--- src/hdl/pts_pkg.sv ---
// command and status codes shared by the scheduler, its checker and the testbench
`default_nettype none
package pts_pkg;

	localparam logic [2:0] CMD_INIT_TASK   = 3'd0;
	localparam logic [2:0] CMD_MAKE_READY  = 3'd1;
	localparam logic [2:0] CMD_RESUME      = 3'd2;
	localparam logic [2:0] CMD_START_TIMER = 3'd3;
	localparam logic [2:0] CMD_TICK        = 3'd4;
	localparam logic [2:0] CMD_DISPATCH    = 3'd5;

	localparam logic [1:0] ST_OK    = 2'd0;
	localparam logic [1:0] ST_ERR   = 2'd1;
	localparam logic [1:0] ST_EMPTY = 2'd2;

endpackage
`default_nettype wire

--- src/hdl/priority_task_scheduler_with_timers.sv ---
// priority task scheduler: sorted ready queue, sorted timer queue, dispatch
// The block takes one command beat at a time and stalls its input until the result beat is
// built; the result waits in an output register, so the next command can be taken while it is
// still stalled. Both queues are circular buffers in memories with one write port and one
// registered read port, and sorted insertion walks from the tail one entry per step, moving
// entries back as it goes. A ready-queue insertion passes each entry it walks by through a
// queue read, a priority-table read and a compare and write, and writes the task where the
// walk stops. start_timer inserts into the timer queue by the same walk from the tail,
// make_ready may also requeue the current task, and tick does one ready-queue insertion
// for each expired timer whose task is not yet ready, while the ready queue has room. After
// reset the block is ready at once; no clearing pass is needed.
`default_nettype none
module priority_task_scheduler_with_timers #(
	parameter int MAX_TASKS = 16,
	parameter int PRIO_BITS = 8,
	parameter int TICK_BITS = 32
) (
	input  wire logic        clk,
	input  wire logic        arst_n,
	input  wire logic        in_valid,
	output logic             in_stall,
	input  wire logic [2:0]  command,
	input  wire logic [3:0]  task_id,
	input  wire logic [7:0]  priority_req,
	input  wire logic [31:0] timeout,
	output logic             out_valid,
	input  wire logic        out_stall,
	output logic [3:0]       next_task,
	output logic             next_valid,
	output logic             should_yield,
	output logic [4:0]       expired_count,
	output logic [1:0]       status
);
	import pts_pkg::*;

	localparam int IW = $clog2(MAX_TASKS);
	localparam int CW = $clog2(MAX_TASKS + 1);
	localparam logic [IW-1:0] LAST = IW'(MAX_TASKS - 1);
	localparam logic [CW-1:0] FULL = CW'(MAX_TASKS);

	localparam logic [3:0] S_IDLE   = 4'd0;
	localparam logic [3:0] S_PRD    = 4'd1;
	localparam logic [3:0] S_INS_A  = 4'd2;
	localparam logic [3:0] S_INS_B  = 4'd3;
	localparam logic [3:0] S_INS_C  = 4'd4;
	localparam logic [3:0] S_CUR    = 4'd5;
	localparam logic [3:0] S_CUR2   = 4'd6;
	localparam logic [3:0] S_TMR_A  = 4'd7;
	localparam logic [3:0] S_TMR_B  = 4'd8;
	localparam logic [3:0] S_TICK_A = 4'd9;
	localparam logic [3:0] S_TICK_B = 4'd10;
	localparam logic [3:0] S_DISP   = 4'd11;
	localparam logic [3:0] S_DONE   = 4'd12;

	function automatic logic [IW-1:0] nxt(input logic [IW-1:0] p);
		nxt = (p == LAST) ? '0 : p + IW'(1);
	endfunction

	function automatic logic [IW-1:0] prv(input logic [IW-1:0] p);
		prv = (p == '0) ? LAST : p - IW'(1);
	endfunction

	// memories
	logic [IW-1:0]        rq_mem [MAX_TASKS];
	logic [PRIO_BITS-1:0] prio_mem [MAX_TASKS];
	logic [IW-1:0]        tq_task_mem [MAX_TASKS];
	logic [TICK_BITS-1:0] tq_exp_mem [MAX_TASKS];

	logic [3:0]           state_q, ret_q;
	logic [MAX_TASKS-1:0] fl_rdy_q, fl_tmr_q, prio_vld_q;
	logic [CW-1:0]        rcnt_q, tcnt_q, k_q;
	logic [IW-1:0]        rh_q, rt_q, th_q, tt_q, wp_q, rp_q;
	logic [IW-1:0]        t_q, ins_task_q, cur_q;
	logic                 cur_vld_q;
	logic [PRIO_BITS-1:0] prio_t_q;
	logic [TICK_BITS-1:0] tick_q, left_q;

	logic [IW-1:0]        rq_rd_q, tq_rd_task_q;
	logic [TICK_BITS-1:0] tq_rd_exp_q;
	logic [PRIO_BITS-1:0] prio_rd_q;
	logic                 prio_rdv_q;

	logic [3:0] r_next_q;
	logic       r_val_q, r_yld_q;
	logic [4:0] r_exp_q;
	logic [1:0] r_st_q;

	logic                 accept, tin_ok, rq_full, tq_full;
	logic [IW-1:0]        ti;
	logic [PRIO_BITS-1:0] prio_eff;
	logic [TICK_BITS-1:0] lf;
	logic                 ge, le;

	logic                 rq_we, tq_we, prio_we;
	logic [IW-1:0]        rq_wd, rq_ra, tq_wt, tq_ra, prio_ra;
	logic [TICK_BITS-1:0] tq_wx;

	assign in_stall = (state_q != S_IDLE);
	assign accept   = in_valid && !in_stall;
	assign ti       = IW'(task_id);
	assign tin_ok   = ({28'd0, task_id} < 32'(MAX_TASKS));
	assign rq_full  = (rcnt_q == FULL);
	assign tq_full  = (tcnt_q == FULL);
	assign prio_eff = prio_rdv_q ? prio_rd_q : '0;
	assign lf       = (TICK_BITS'(timeout) == '0) ? TICK_BITS'(1) : TICK_BITS'(timeout);
	assign ge       = (prio_eff >= prio_t_q);
	assign le       = ((tq_rd_exp_q - tick_q) <= left_q);

	always_comb begin
		rq_we   = 1'b0;
		rq_wd   = rq_rd_q;
		tq_we   = 1'b0;
		tq_wt   = tq_rd_task_q;
		tq_wx   = tq_rd_exp_q;
		prio_we = accept && command == CMD_INIT_TASK && tin_ok && !fl_rdy_q[ti] && !rq_full;
		rq_ra   = (state_q == S_IDLE) ? rh_q : rp_q;
		tq_ra   = (state_q == S_TICK_A) ? th_q : rp_q;
		case (state_q)
			S_IDLE:   prio_ra = ti;
			S_CUR:    prio_ra = cur_q;
			S_TICK_B: prio_ra = tq_rd_task_q;
			default:  prio_ra = rq_rd_q;
		endcase
		case (state_q)
			S_INS_A: begin
				if (k_q == '0) begin
					rq_we = 1'b1;
					rq_wd = ins_task_q;
				end
			end
			S_INS_C: begin
				rq_we = 1'b1;
				if (ge) rq_wd = ins_task_q;
			end
			S_TMR_A: begin
				if (k_q == '0) begin
					tq_we = 1'b1;
					tq_wt = t_q;
					tq_wx = tick_q + left_q;
				end
			end
			S_TMR_B: begin
				tq_we = 1'b1;
				if (le) begin
					tq_wt = t_q;
					tq_wx = tick_q + left_q;
				end
			end
			default: ;
		endcase
	end

	always_ff @(posedge clk) begin
		if (rq_we) rq_mem[wp_q] <= rq_wd;
		if (state_q == S_IDLE || state_q == S_INS_A) rq_rd_q <= rq_mem[rq_ra];
	end

	always_ff @(posedge clk) begin
		if (tq_we) begin
			tq_task_mem[wp_q] <= tq_wt;
			tq_exp_mem[wp_q]  <= tq_wx;
		end
		if (state_q == S_TMR_A || state_q == S_TICK_A) begin
			tq_rd_task_q <= tq_task_mem[tq_ra];
			tq_rd_exp_q  <= tq_exp_mem[tq_ra];
		end
	end

	always_ff @(posedge clk) begin
		if (prio_we) prio_mem[ti] <= PRIO_BITS'(priority_req);
		prio_rd_q  <= prio_mem[prio_ra];
		prio_rdv_q <= prio_vld_q[prio_ra];
	end

	// sequencer
	always_ff @(posedge clk or negedge arst_n) begin
		if (!arst_n) begin
			state_q    <= S_IDLE;
			ret_q      <= S_DONE;
			fl_rdy_q   <= '0;
			fl_tmr_q   <= '0;
			prio_vld_q <= '0;
			rcnt_q     <= '0;
			tcnt_q     <= '0;
			rh_q       <= '0;
			rt_q       <= '0;
			th_q       <= '0;
			tt_q       <= '0;
			tick_q     <= '0;
			cur_vld_q  <= 1'b0;
			out_valid  <= 1'b0;
		end else begin
			if (!out_stall && state_q != S_DONE) out_valid <= 1'b0;
			case (state_q)
				S_IDLE: begin
					if (accept) begin
						t_q      <= ti;
						r_next_q <= '0;
						r_val_q  <= 1'b0;
						r_yld_q  <= 1'b0;
						r_exp_q  <= '0;
						if (command <= CMD_START_TIMER && !tin_ok) begin
							r_st_q  <= ST_ERR;
							state_q <= S_DONE;
						end else begin
							case (command)
								CMD_INIT_TASK: begin
									if (fl_rdy_q[ti] || rq_full) begin
										r_st_q  <= ST_ERR;
										state_q <= S_DONE;
									end else begin
										r_st_q         <= ST_OK;
										prio_vld_q[ti] <= 1'b1;
										ins_task_q     <= ti;
										prio_t_q       <= PRIO_BITS'(priority_req);
										ret_q          <= S_DONE;
										k_q            <= rcnt_q;
										wp_q           <= rt_q;
										rp_q           <= prv(rt_q);
										state_q        <= S_INS_A;
									end
								end
								CMD_MAKE_READY, CMD_RESUME: begin
									if (fl_rdy_q[ti] || rq_full) begin
										r_st_q  <= ST_ERR;
										state_q <= S_DONE;
									end else begin
										r_st_q     <= ST_OK;
										ins_task_q <= ti;
										ret_q      <= (command == CMD_MAKE_READY) ? S_CUR : S_DONE;
										state_q    <= S_PRD;
									end
								end
								CMD_START_TIMER: begin
									if (fl_tmr_q[ti] || tq_full) begin
										r_st_q  <= ST_ERR;
										state_q <= S_DONE;
									end else begin
										r_st_q  <= ST_OK;
										left_q  <= lf;
										k_q     <= tcnt_q;
										wp_q    <= tt_q;
										rp_q    <= prv(tt_q);
										state_q <= S_TMR_A;
									end
								end
								CMD_TICK: begin
									r_st_q  <= ST_OK;
									tick_q  <= tick_q + TICK_BITS'(1);
									state_q <= S_TICK_A;
								end
								CMD_DISPATCH: begin
									if (rcnt_q == '0) begin
										r_st_q    <= ST_EMPTY;
										cur_vld_q <= 1'b0;
										state_q   <= S_DONE;
									end else begin
										r_st_q  <= ST_OK;
										state_q <= S_DISP;
									end
								end
								default: begin
									r_st_q  <= ST_OK;
									state_q <= S_DONE;
								end
							endcase
						end
					end
				end
				S_PRD: begin
					prio_t_q <= prio_eff;
					k_q      <= rcnt_q;
					wp_q     <= rt_q;
					rp_q     <= prv(rt_q);
					state_q  <= S_INS_A;
				end
				S_INS_A: begin
					if (k_q == '0) begin
						rcnt_q               <= rcnt_q + CW'(1);
						rt_q                 <= nxt(rt_q);
						fl_rdy_q[ins_task_q] <= 1'b1;
						state_q              <= ret_q;
					end else begin
						state_q <= S_INS_B;
					end
				end
				S_INS_B: state_q <= S_INS_C;
				S_INS_C: begin
					// stop behind the last entry of equal or higher priority
					if (ge) begin
						rcnt_q               <= rcnt_q + CW'(1);
						rt_q                 <= nxt(rt_q);
						fl_rdy_q[ins_task_q] <= 1'b1;
						state_q              <= ret_q;
					end else begin
						wp_q    <= rp_q;
						rp_q    <= prv(rp_q);
						k_q     <= k_q - CW'(1);
						state_q <= S_INS_A;
					end
				end
				S_CUR: state_q <= cur_vld_q ? S_CUR2 : S_DONE;
				S_CUR2: begin
					if (prio_t_q > prio_eff) begin
						r_yld_q <= 1'b1;
						if (!fl_rdy_q[cur_q] && !rq_full) begin
							ins_task_q <= cur_q;
							prio_t_q   <= prio_eff;
							ret_q      <= S_DONE;
							k_q        <= rcnt_q;
							wp_q       <= rt_q;
							rp_q       <= prv(rt_q);
							state_q    <= S_INS_A;
						end else begin
							state_q <= S_DONE;
						end
					end else begin
						state_q <= S_DONE;
					end
				end
				S_TMR_A: begin
					if (k_q == '0) begin
						tcnt_q        <= tcnt_q + CW'(1);
						tt_q          <= nxt(tt_q);
						fl_tmr_q[t_q] <= 1'b1;
						state_q       <= S_DONE;
					end else begin
						state_q <= S_TMR_B;
					end
				end
				S_TMR_B: begin
					if (le) begin
						tcnt_q        <= tcnt_q + CW'(1);
						tt_q          <= nxt(tt_q);
						fl_tmr_q[t_q] <= 1'b1;
						state_q       <= S_DONE;
					end else begin
						wp_q    <= rp_q;
						rp_q    <= prv(rp_q);
						k_q     <= k_q - CW'(1);
						state_q <= S_TMR_A;
					end
				end
				S_TICK_A: state_q <= (tcnt_q == '0) ? S_DONE : S_TICK_B;
				S_TICK_B: begin
					if (tq_rd_exp_q == tick_q) begin
						th_q                   <= nxt(th_q);
						tcnt_q                 <= tcnt_q - CW'(1);
						fl_tmr_q[tq_rd_task_q] <= 1'b0;
						r_exp_q                <= r_exp_q + 5'd1;
						if (fl_rdy_q[tq_rd_task_q] || rq_full) begin
							r_st_q  <= ST_ERR;
							state_q <= S_TICK_A;
						end else begin
							ins_task_q <= tq_rd_task_q;
							ret_q      <= S_TICK_A;
							state_q    <= S_PRD;
						end
					end else begin
						state_q <= S_DONE;
					end
				end
				S_DISP: begin
					r_next_q          <= 4'(rq_rd_q);
					r_val_q           <= 1'b1;
					rh_q              <= nxt(rh_q);
					rcnt_q            <= rcnt_q - CW'(1);
					fl_rdy_q[rq_rd_q] <= 1'b0;
					cur_q             <= rq_rd_q;
					cur_vld_q         <= 1'b1;
					state_q           <= S_DONE;
				end
				S_DONE: begin
					if (!out_valid || !out_stall) begin
						out_valid <= 1'b1;
						state_q   <= S_IDLE;
					end
				end
				default: state_q <= S_IDLE;
			endcase
		end
	end

	// result beat register
	always_ff @(posedge clk) begin
		if (state_q == S_DONE && (!out_valid || !out_stall)) begin
			next_task     <= r_next_q;
			next_valid    <= r_val_q;
			should_yield  <= r_yld_q;
			expired_count <= r_exp_q;
			status        <= r_st_q;
		end
	end

endmodule
`default_nettype wire

--- config.mk ---
export PLATFORM = sky130hd
export DESIGN_NAME = priority_task_scheduler_with_timers
export DESIGN_NICKNAME = d
export VERILOG_FILES = /design/src/hdl/pts_pkg.sv /design/src/hdl/priority_task_scheduler_with_timers.sv
export SDC_FILE = /design/constraint.sdc
export NUM_CORES = 2
export LEC_CHECK = 0
export BUFFER_PORTS_ARGS = -buffer_cell sky130_fd_sc_hd__buf_2
export CORE_MARGIN = 3
export CORE_UTILIZATION = 50
export DETAILED_ROUTE_END_ITERATION = 6
export PLACE_DENSITY_LB_ADDON = 0.1
export RECOVER_POWER = 25
export SYNTH_ARGS = -nofsm -noshare
export SYNTH_HDL_FRONTEND = slang
export SYNTH_SLANG_ARGS = --single-unit
--- constraint.sdc ---
create_clock -name clk -period 6.45 [get_ports clk]
set_input_delay 0.645 -clock clk [delete_from_list [all_inputs] [get_ports clk]]
set_output_delay 0.645 -clock clk [all_outputs]
set_load 0.05 [all_outputs]
; ---- Word level (Yosys, flattened, before mapping)
; Memory sizes are Yosys's and may differ from the RTL's. A register that Yosys moved wholly into a read port is not among the register bits.
; Cells that the tools add are included.
[totals]
ff_bits = 208
ramBits = 768
input_bits = 51
output_inout_bits = 15
elab_cells = 353
n_memories = 4
[memory_table]
columns = name, words, width, read_ports, rd_clocked_by_memory_dff, wr, line
row1 = tq_exp_mem, 16, 32, 1, 1, 1, priority_task_scheduler_with_timers.sv:67  ; logic [TICK_BITS-1:0] tq_exp_mem [MAX_TASKS];
row2 = prio_mem, 16, 8, 1, 1, 1, priority_task_scheduler_with_timers.sv:65  ; logic [PRIO_BITS-1:0] prio_mem [MAX_TASKS];
row3 = rq_mem, 16, 4, 1, 1, 1, priority_task_scheduler_with_timers.sv:64  ; logic [IW-1:0] rq_mem [MAX_TASKS];
row4 = tq_task_mem, 16, 4, 1, 1, 1, priority_task_scheduler_with_timers.sv:66  ; logic [IW-1:0] tq_task_mem [MAX_TASKS];
[op_classes]
add_sub_neg = 16
order_cmp = 15
eq_ne = 48
muxes = 162
bitwise = 9
reduce_logical = 66
[ops]
columns = operator, count
row1 = 4-bit 2-to-1 mux, 60
row2 = 16-bit one-hot mux with 3 select lines, 2
row3 = 16-bit 2-to-1 mux, 5
row4 = 5-bit 2-to-1 mux, 14
row5 = 32-bit 2-to-1 mux, 2
row6 = 32-bit one-hot mux with 2 select lines, 1
row7 = 4-bit one-hot mux with 2 select lines, 8
row8 = 4-bit one-hot mux with 5 select lines, 3
row9 = 4-bit one-hot mux with 13 select lines, 1
row10 = 8-bit 2-to-1 mux, 6
row11 = 16-bit bitwise OR, 3
row12 = 4-bit == test (second input constant), 9
row13 = 4-bit one-hot mux with 3 select lines, 3
row14 = 4-bit by 5-bit less-than comparator with 1-bit output (second input constant), 7
row15 = 32-bit by 1-bit adder with 32-bit output (second input constant), 1
row16 = 32-bit adder, 1
row17 = 16-bit AND, 2
row18 = 32-bit == test, 1
row19 = 32-bit less-or-equal comparator, 1
row20 = 32-bit logical NOT, 1
row21 = 16-bit inverter, 2
row22 = 32-bit subtractor, 1
row23 = 5-bit one-hot mux with 3 select lines, 2
row24 = 2-bit inequality test (second input constant), 14
row25 = other kinds (49), 166

; ---- Depth between registers and ports, before layout
[depth]
depth_word = 8
mapped_depth = 23
ltp_nobuf = 22

; ---- Worst setup path before layout
; Ideal clock, no wire load.
[synth_timing]
path_kind = register -> register
from = register tick_q[0]
to = memory tq_exp_mem[0][8] (data pin)
setup_time_ns = 0.392
t_arrival_ns = 5.308
t_required_ns = 6.058
path_slack_ns = 0.749
stages_incl_launch_ff = 21
n_path_buf = 1
period_less_slack_ns = 5.701
path_cell_list = dfrtp_1 ha_1 fa_1 nor2b_1 o21ai_0 a21oi_1 o21ai_0 o31ai_1 a21oi_1 o21ai_0 a221oi_1 xnor2_1 ha_1 nand4_1 nor4_1 nand3_1 and3_1 o31ai_1 nand3_1 clkbuf_1 o41ai_1
[synth_via]
elab_chain_cells = 4
elab_cells_between_ends = 6
classes_between = 2 x add/sub / 1 x order compare / 3 x mux
[synth_lines]
columns = item, line
row1 = "start, declared", priority_task_scheduler_with_timers.sv:76  ; logic [TICK_BITS-1:0] tick_q, left_q;
row2 = "start signal, assigned", priority_task_scheduler_with_timers.sv:249  ; tick_q <= tick_q + TICK_BITS'(1);
row3 = 32-bit subtractor, priority_task_scheduler_with_timers.sv:107  ; assign le = ((tq_rd_exp_q - tick_q) <= left_q);
row4 = 32-bit less-or-equal comparator, priority_task_scheduler_with_timers.sv:107
row5 = 32-bit 2-to-1 mux, priority_task_scheduler_with_timers.sv:144  ; if (le) begin
row6 = 32-bit one-hot mux with 2 select lines (*), priority_task_scheduler_with_timers.sv:124  ; case (state_q)
row7 = named net tq_wx[8], priority_task_scheduler_with_timers.sv:96  ; logic [TICK_BITS-1:0] tq_wx;
row8 = "end, declared", priority_task_scheduler_with_timers.sv:67
; The timed path passes the listed nets; every way through them passes the cells marked *.

; ---- Final worst setup path
[layout_timing]
from = register tick_q[10]
to = memory tq_exp_mem[7][22] (data pin)
; Same word-level chain as after synthesis.

==> impl_metrics.ini <==
[timing]
slew_headroom_pct = -162
fmax_mhz = 166
slew_viol_final = 184
fin_crit_ns = 6.02
worst_pin_slew_ns = 3.93
clock_skew_ns = 0.0111
hold_violations = 0
setup_tns_ns = 0
min_period_over_period_pct = 93.4
rsz0062_at_grt = false
final-setup-viol-count = 0

[pwr]
power_density_nw_per_um2 = 429
power_frac_clock_pct = 27.2
seq_power_share_pct = 40.8
power_switching_mw = 7.44
internal_power_mw = 14.5
sw_frac_of_total_pct = 33.9
power_frac_comb_pct = 32.0
power.leakage_nw = 17.8
peakVddDrop_mv = 0.274

[drt]
wire_per_inst_um = 26.3
drt.antenna.violating_nets = 0
dr.pass1.iters = 6
routed_wl_mm = 118
viasPerCell = 6.17
drt_iter0_drc = 2538
num_vias = 27700
drcViolationCount = 0

[cells_and_area]
final_nets = 3399
syn_to_final_growth_pct = 11.6
diodes = 0
finalInstanceArea_um2 = 51100
fin_util_pct = 56.5
num-fill-cells = 7182
drive_gt1_share_pct = 15.2

[global_routing]
antenna_found_initial = 0
first_global_vias = 28200
grt_use_total_pct = 25.0
overflow = 0
grt_pass1_wl_mm = 178
grt_max_degree = 73

[place]
place_area_um2 = 47800
post-dp-hpwl_mm = 74.2
io_buffers = 65
routabilityCongestion = 0.912

[worst_setup_path]
cp-end-kind = flop
crit_path_start_kind = flop
path_max_fanout = 16
critical_path_arrival_ns = 6.54
required_ns = 6.97
worstSetupPathType = flop to flop

[clock_network]
clk_latency_ns = 0.69
hold_buffers = 0
clockBufferDepth = 3
cts_htree_levels = 3
cts_tree = done
cts.sinks = 1023
cts.reportedPaths.clkPinSlew_ns = 0.06
cts_root_buf = clkbuf_16
numCtsBuffers = 107

[floorplan]
start_util_pct = 50.7
fp.coreArea_um2 = 90400
io_pins = 66
dieArea_um2 = 95300
die_x_um = 309
rows = 110
die_y_um = 309

[yosys]
syn_inst = 3136
synth_edf_count = 899
yosysTopAreaCell = edfxtp_1
synth-seq-area-share_pct = 65.6
synth_common_cells = edfxtp_1, nand2_1, mux4_2, o21ai_0, ha_1
ys_ff_latch = 1023
synth.most_common_cell = edfxtp_1
post_synth.cell_area_avg_um2 = 14.6
yosys-top-cells-area = edfxtp_1, mux4_2, dfrtp_1, ha_1, nand2_1
synthFlopType = edfxtp_1
yosysWarnings = 0
synth_top_area_share_pct = 58.9
synth.net_count = 3310
ys_types = 87
async_flop_share_pct = 11.2
syn-cell-area_um2 = 45800

[run_status]
status = finished, violations left
violations = max-capacitance violations, max-slew violations

[job]
cap_violations = 5

[hold_path]
hp-class = primary input to flop
==> final cells by class <==
class / instances / area (µm²) / area share [%]
clock buffer: 139 / 2840 / 5.55
inverter: 111 / 417 / 0.815
multi-input combinational: 1829 / 14800 / 29.0
timing repair buffer: 153 / 963 / 1.88
clock inverter: 56 / 554 / 1.08
sequential: 1023 / 30100 / 58.8
tap: 1176 / 1470 / 2.88
==> sequential cells by signal, summed over array words and instances (netlist names), 5 cells and up <==
name	cells
tq_exp_mem	512
prio_mem	128
rq_mem	64
tq_task_mem	64
left_q	32
tick_q	32
tq_rd_exp_q	32
fl_rdy_q	16
fl_tmr_q	16
prio_vld_q	16
prio_rd_q	8
prio_t_q	8
expired_count	5
k_q	5
r_exp_q	5
rcnt_q	5
tcnt_q	5
==> power by group through the flow <==
stage / Clock [mW] / Sequential, mW / Combinational (mW)
floorplan: 0 / 8.87 / 4.87
global placement: 0 / 9.03 / 6.91
detailed placement: 0 / 9.07 / 7.06
CTS: 6.11 / 8.94 / 7.09
global route: 6.37 / 9.00 / 7.69
finish: 5.98 / 8.94 / 7.02
==> per-stage QoR <==
stage	power, mW	setup WS (ns)	hold slack (ns)	instances
2_1_floorplan	13.7	0.749	0.349	3136
3_3_place_gp	15.9	0.336	0.402	4291
3_5_place_dp	16.1	0.135	0.406	4291
4_1_cts	22.1	0.0767	0.0858	4486
5_1_grt	23.1	0.00635	0.114	4487
6_report	21.9	0.426	0.152	4487
==> per-layer routing <==
layer / GRT usage (%) / routed length (µm) / vias to the layer above
met2: 41.5 / 57300 / 931
met5: 0 / 0 / -
li1: - / - / 12300
met3: 3.70 / 6570 / 191
met1: 34.7 / 50700 / 14300
met4: 7.28 / 3270 / 0
==> cell usage in the layout, fill, tap and decap left out, types with 13 or more instances in the layout <==
cell and n:
nor2_1 102, buf_2 14, a21o_1 62, ha_1 119, a211oi_1 95, o21bai_1 16
clkinv_2 14, or2_2 21, nor2_4 13, clkbuf_1 84, inv_1 110, a311oi_1 22
mux4_2 176, nand3_1 42, nand4_1 20, a21oi_1 113, nor3_1 26, and3_1 20
and2_1 76, dfrtp_1 113, a31oi_1 70, o31ai_1 24, xor2_1 39, buf_4 77
clkinv_1 23, xnor2_1 70, nor4_1 15, clkbuf_16 107, nor2b_1 30, nand2b_1 32
o21ai_0 137, edfxtp_1 899, nand2_1 315
==> cell families (layout without fill, tap and decap cells) <==
| kind of cell | after synthesis | after routing | share of synthesized area, % |
|---|---|---|---|
| flops | 1023 | 1023 | 65.6 |
| simple gates | 761 | 761 | 8.01 |
| compound gates | 636 | 636 | 9.15 |
| buf+inv | 284 | 459 | 2.52 |
| mux | 200 | 200 | 9.20 |
| fa+ha+maj | 123 | 123 | 3.43 |
| xor+xnor | 109 | 109 | 2.08 |
==> final timing paths <==
path	from	endpoint	slack, ns	depth (start not counted)
worst max-delay path	tick_q[10]	tq_exp_mem[7][22]	0.43	23
worst min-delay path	timeout[4]	left_q[4]	0.15	1
worst max register to register	tick_q[10]	tq_exp_mem[7][22]	0.43	23
worst min register to register	r_next_q[2]	next_task[2]	0.42	0
max in group asynchronous	arst_n	tick_q[31]	1.98	2
min in group asynchronous	arst_n	rcnt_q[3]	1.30	1
==> repair_timing <==
item	4_1_cts	5_1_grt
setup endpoints to repair	0	377
buffers inserted	0	1
resized for setup	0	10
==> worst max-delay path: stages (launching register included) <==
cell and delay, ns:
dfrtp_1 0.42, inv_1 0.09, ha_1 0.41, and3_1 0.28
nand2_1 0.17, a211oi_1 0.41, o211ai_1 0.22, a21oi_1 0.34
a41oi_1 0.27, nand3_1 0.16, a31oi_1 0.11, xnor2_1 0.14
ha_1 0.32, nand4_1 0.17, nor4_2 0.41, nand3_1 0.18
and3_1 0.24, o31ai_1 0.11, nand2_2 0.25, nor3_2 0.33
buf_4 0.23, o21ai_0 0.11, a21oi_1 0.22, buf_4 0.25
(Power assumes the default switching activity.)
